`config.mk`:
```
export PLATFORM = sky130hd
export DESIGN_NAME = qle_mul
export DESIGN_NICKNAME = d
export VERILOG_FILES = /design/src/sv/qle_pkg.sv /design/src/sv/qle_mul.sv
export SDC_FILE = /design/constraint.sdc
export NUM_CORES = 2
export LEC_CHECK = 0
export CAP_MARGIN = 20
export CORE_MARGIN = 3
export CORE_UTILIZATION = 50
export DETAILED_ROUTE_END_ITERATION = 8
export DONT_BUFFER_PORTS = 1
export PLACE_DENSITY_LB_ADDON = 0.08
export SLEW_MARGIN = 20
export SYNTH_ARGS = -nofsm -noshare
export SYNTH_HDL_FRONTEND = slang
export SYNTH_SLANG_ARGS = --single-unit
```
`constraint.sdc`:
```
create_clock -name clk_i -period 14.3 [get_ports clk_i]
set_input_delay 2.86 -clock clk_i [delete_from_list [all_inputs] [get_ports clk_i]]
set_output_delay 2.86 -clock clk_i [all_outputs]
set_load 0.02 [all_outputs]
```
`src/sv/qle_pkg.sv`:
```
// Shared types, constants and helper functions of the tabular Q-learning engine.
package qle_pkg;

  localparam int unsigned ROW_W     = 12;
  localparam int unsigned ACT_W     = 2;
  localparam int unsigned NUM_ACT   = 4;
  localparam int unsigned ADDR_W    = ROW_W + ACT_W;
  localparam int unsigned DEPTH     = 1 << ADDR_W;
  localparam int unsigned VAL_W     = 32;
  localparam int unsigned FRAC_W    = 16;
  localparam int unsigned RATE_W    = 17;
  localparam int unsigned REWARD_W  = 24;
  localparam int unsigned PCT_W     = 7;
  localparam int unsigned REG_IDX_W = 1;
  localparam int unsigned DIFF_W    = VAL_W + 2;
  localparam int unsigned PROD_W    = RATE_W + 1 + DIFF_W;
  localparam int unsigned SUM_W     = PROD_W - FRAC_W + 1;

  localparam logic [RATE_W-1:0]       ONE_Q16        = RATE_W'(65536);
  localparam logic [RATE_W-1:0]       ALPHA_RESET    = RATE_W'(6554);
  localparam logic [RATE_W-1:0]       GAMMA_RESET    = RATE_W'(32768);
  localparam logic signed [VAL_W-1:0] MAX_FLOOR      = -32'sd655360000;
  localparam logic [PCT_W-1:0]        GREEDY_ALWAYS  = PCT_W'(100);

  localparam logic CMD_SELECT = 1'b0;
  localparam logic CMD_UPDATE = 1'b1;

  localparam logic [REG_IDX_W-1:0] REG_LEARNING_RATE   = 1'b0;
  localparam logic [REG_IDX_W-1:0] REG_DISCOUNT_FACTOR = 1'b1;

  typedef struct packed {
    logic                    rd_en;
    logic [ADDR_W-1:0]       rd_addr;
    logic                    wr_en;
    logic [ADDR_W-1:0]       wr_addr;
    logic [VAL_W-1:0]        wr_data;
  } mem_req_t;

  function automatic logic [ACT_W-1:0] explore_pick(input logic [ACT_W-1:0] ract,
                                                    input logic [NUM_ACT-1:0] mask);
    logic [ACT_W-1:0] pick;
    logic             hit;
    logic [ACT_W-1:0] c;
    pick = '0;
    hit  = 1'b0;
    for (int k = 0; k < NUM_ACT; k++) begin
      c = ract + ACT_W'(k);
      if (!hit && mask[c]) begin
        pick = c;
        hit  = 1'b1;
      end
    end
    return pick;
  endfunction

  function automatic logic [RATE_W-1:0] clamp_one(input logic [RATE_W-1:0] v);
    return (v > ONE_Q16) ? ONE_Q16 : v;
  endfunction

endpackage

```
`src/sv/qle_mul.sv`:
```
// Shared registered multiplier of a Q1.16 rate by a signed difference.
module qle_mul (
  input  logic                                clk_i,
  input  logic                                en_i,
  input  logic [qle_pkg::RATE_W-1:0]          a_i,
  input  logic signed [qle_pkg::DIFF_W-1:0]   b_i,
  output logic signed [qle_pkg::PROD_W-1:0]   p_o
);
  import qle_pkg::*;

  logic signed [PROD_W-1:0] p_q;
  logic signed [RATE_W:0]   a_s;

  assign a_s = $signed({1'b0, a_i});

  always_ff @(posedge clk_i) begin
    if (en_i) begin
      p_q <= a_s * b_i;
    end
  end

  assign p_o = p_q;

endmodule

```
==> impl_metrics.ini <==
[sta]
timing.max_slew.rel_slack_pct = 33.05
report.final.hold_viol_count = 0
slew_viol_final = 0
worst_slew_pin_slew_ns = 0.9917
setup-tns-final_ns = 0
setup_viol = 0
period_share_pct = 63.97
maxClockFrequency_mhz = 109.3
final.hold.worst_slack_ns = 2.629
rsz_0062_raised_after_global_routing = false
fin_crit_ns = 9.148

[final_layout]
area.growth.synth_to_final_pct = 2.153
area_of_the_multi_input_gates_sq_mm = 0.01720
max_ffs_per_register = 52
sequential_area_sq_mm = 0.001562
antenna_cells = 0
final_cells = 2757
filler_cell_count = 3903
nets = 2943
post_route_cells_drive_above_1_share_pct = 0.9919

[synth]
dominantRegCellSynth = sky130_fd_sc_hd__edfxtp_1
synthesis.area_sq_mm = 0.02144
synth_area_per_cell_sq_um = 9.298
synth_fp_nets = 3032
synth_async_reset_ratio_pct = 0
synth.area.top_cells = sky130_fd_sc_hd__fa_1, sky130_fd_sc_hd__inv_1, sky130_fd_sc_hd__edfxtp_1
netlist_instances = 2306
synth.yosys.seq_area_share_pct = 7.282
yosysWarnings = 0
synth_top_area_share_pct = 51.44
synth_top_cell_by_area = sky130_fd_sc_hd__fa_1
synthDistinctLibCells = 55
number_of_synthesized_flops_with_an_enable_pin = 52
synth-seq-cells = 52

[grt]
groute.usage.overall_pct = 26.83
grt_first_pass_wirelength_mm = 91.91
largest_net_degree_at_the_start_of_global_routing = 53
grt_antenna_before_repair = 0
gr-total-overflow = 0
first_global_vias = 16386

[route]
avgRoutedWirePerCell_microns = 20.24
detail_route.drc_violations = 0
totalWireLength_mm = 55.79
antenna_left = 0
drt-initial-drc-count = 738
dr.pass1.iters = 5
via_count = 14527
avgViaCountPerCell = 5.269

[run]
count_of_max_cap_constraint_violations = 0

[die]
die_height_microns = 213.1
coreArea_sq_mm = 0.04213
floorplan.die_area_sq_mm = 0.04541
die_width_microns = 213.1
io_pins = 105
rows = 75
initial_utilization_pct = 50.89

[critical_path]
worst_path_largest_cell_delay_ns = 0.88
cp_cell_sequence = and2_1 -> fa_1 -> inv_1 -> fa_1 -> fa_1 -> inv_1 -> fa_1 -> fa_1 -> inv_1 -> fa_1 -> inv_1 -> ha_1 -> and3_1 -> nand2_1 -> o311ai_0 -> o2111ai_1 -> o211a_1 -> nor3_2 -> nor2_1 -> o21ai_1 -> xnor2_1
critical-path-top-cell-by-count = sky130_fd_sc_hd__fa_1
cpMaxStageDelayCell = sky130_fd_sc_hd__o311ai_0
startpoint_type = input pin
setup.worst_path.class = input pin to flop
end_kind = flop
worst_ep_arrival_time_ns = 9.26
critical_path_required_time_ns = 14.41
critical_path.max_fanout = 34

[placed_design]
globalplace.congestion = 0.8460
dp_cells = 2749
buffer_ports.inserted = 0
detailedPlacementHpwl_mm = 44.38

[outcome]
run_status = finished, final reports clean

[clocking]
post_cts_resized = 0
clock-root-buffer = sky130_fd_sc_hd__clkbuf_16
postCtsSetupRepairBufs = 0
level_count_of_the_clock_h_tree = 2
ctsHoldBuffers = 0
cts_tree = yes
clock_path_buffers = 2
cts.clk_slew.worst_paths_ns = 0.09
clock_sink_count = 52
cts_inserted_buffers = 5

[hold_path]
hold_class = input pin to flop
==> cell usage after synthesis, drive strengths merged (2+ instances only) <==
library cell  number
clkbuf            95
o41ai              2
nor3               4
a21o              25
and2             234
a211o              2
nand2            369
fa               551
or3b               2
nor2b              3
nor2              19
xnor2             37
a31oi              5
inv              618
o21a               5
ha               122
a21oi             52
nand4              7
a211oi             4
o221ai             2
o21ai             23
nand3              7
and3              10
xor2              13
o2111ai            3
edfxtp            52
nand2b             6
or3                4
o21bai            12
o211ai             3
==> cells by family after synthesis <==
kind of cell	after synthesis	synth area share (%)
adders and majority gates	673	58.56
DFF	52	7.282
and+or+nand+nor	668	14.97
xor gates and xnor gates	50	2.042
AOI/OAI and AO/OA	149	4.639
buffers and inverters	714	12.51
==> worst max-delay path: cells and delay by family <==
kind,cells,cell delay [ns]
adders and majority gates,7,3.38
AOI/OAI and AO/OA,4,1.78
and+or+nand+nor,5,0.97
buffers and inverters,4,0.19
xor gates and xnor gates,1,0.08
==> per-layer routing <==
layer | track usage, % | routed length (microns) | part of all wire, % | up-vias
met5 | 0 | 0 | 0 | -
met1 | 35.54 | 22740 | 41 | 7553
met2 | 43.95 | 26780 | 48 | 418
met3 | 8.096 | 5070 | 9.1 | 81
li1 | - | - | - | 6475
met4 | 5.988 | 1193 | 2.1 | 0
==> final timing paths <==
| kind | startpoint | end | slack (ns) | depth (start not counted) |
|---|---|---|---|---|
| max | a_i[6] | p_o[44]$_DFFE_PP_ | 5.15 | 21 |
| min | en_i | p_o[35]$_DFFE_PP_ | 2.63 | 0 |
==> final cells by class <==
| type | instances | area share, % |
|---|---|---|
| Multi-Input combinational cell | 1540 | 78.54 |
| Tap cell | 539 | 3.079 |
| Inverter | 618 | 10.59 |
| Clock buffer | 5 | 0.5712 |
| Sequential cell | 52 | 7.129 |
| Clock inverter | 3 | 0.08568 |
==> metrics by stage <==
stage,utilization [%],worst slack [ns],instance area (sq um)
6_report,51.99,5.152,21900
3_5_place_dp,51.63,4.754,21750
2_1_floorplan,-,5.338,21440
3_3_place_gp,51.63,4.812,21750
4_1_cts,51.97,5.142,21900
5_1_grt,51.99,4.860,21900
==> placed cells by master (no fill, tap or decap), drive strengths merged, types with 19 or more instances in the layout <==
| master | n |
|---|---|
| inv | 618 |
| a21o | 25 |
| ha | 122 |
| a21oi | 52 |
| xnor2 | 37 |
| edfxtp | 52 |
| nand2 | 369 |
| o21ai | 23 |
| nor2 | 19 |
| and2 | 234 |
| fa | 551 |
Power is not shown: default switching activity piles up to over one toggle a cycle in this logic, so the estimate is an artifact.
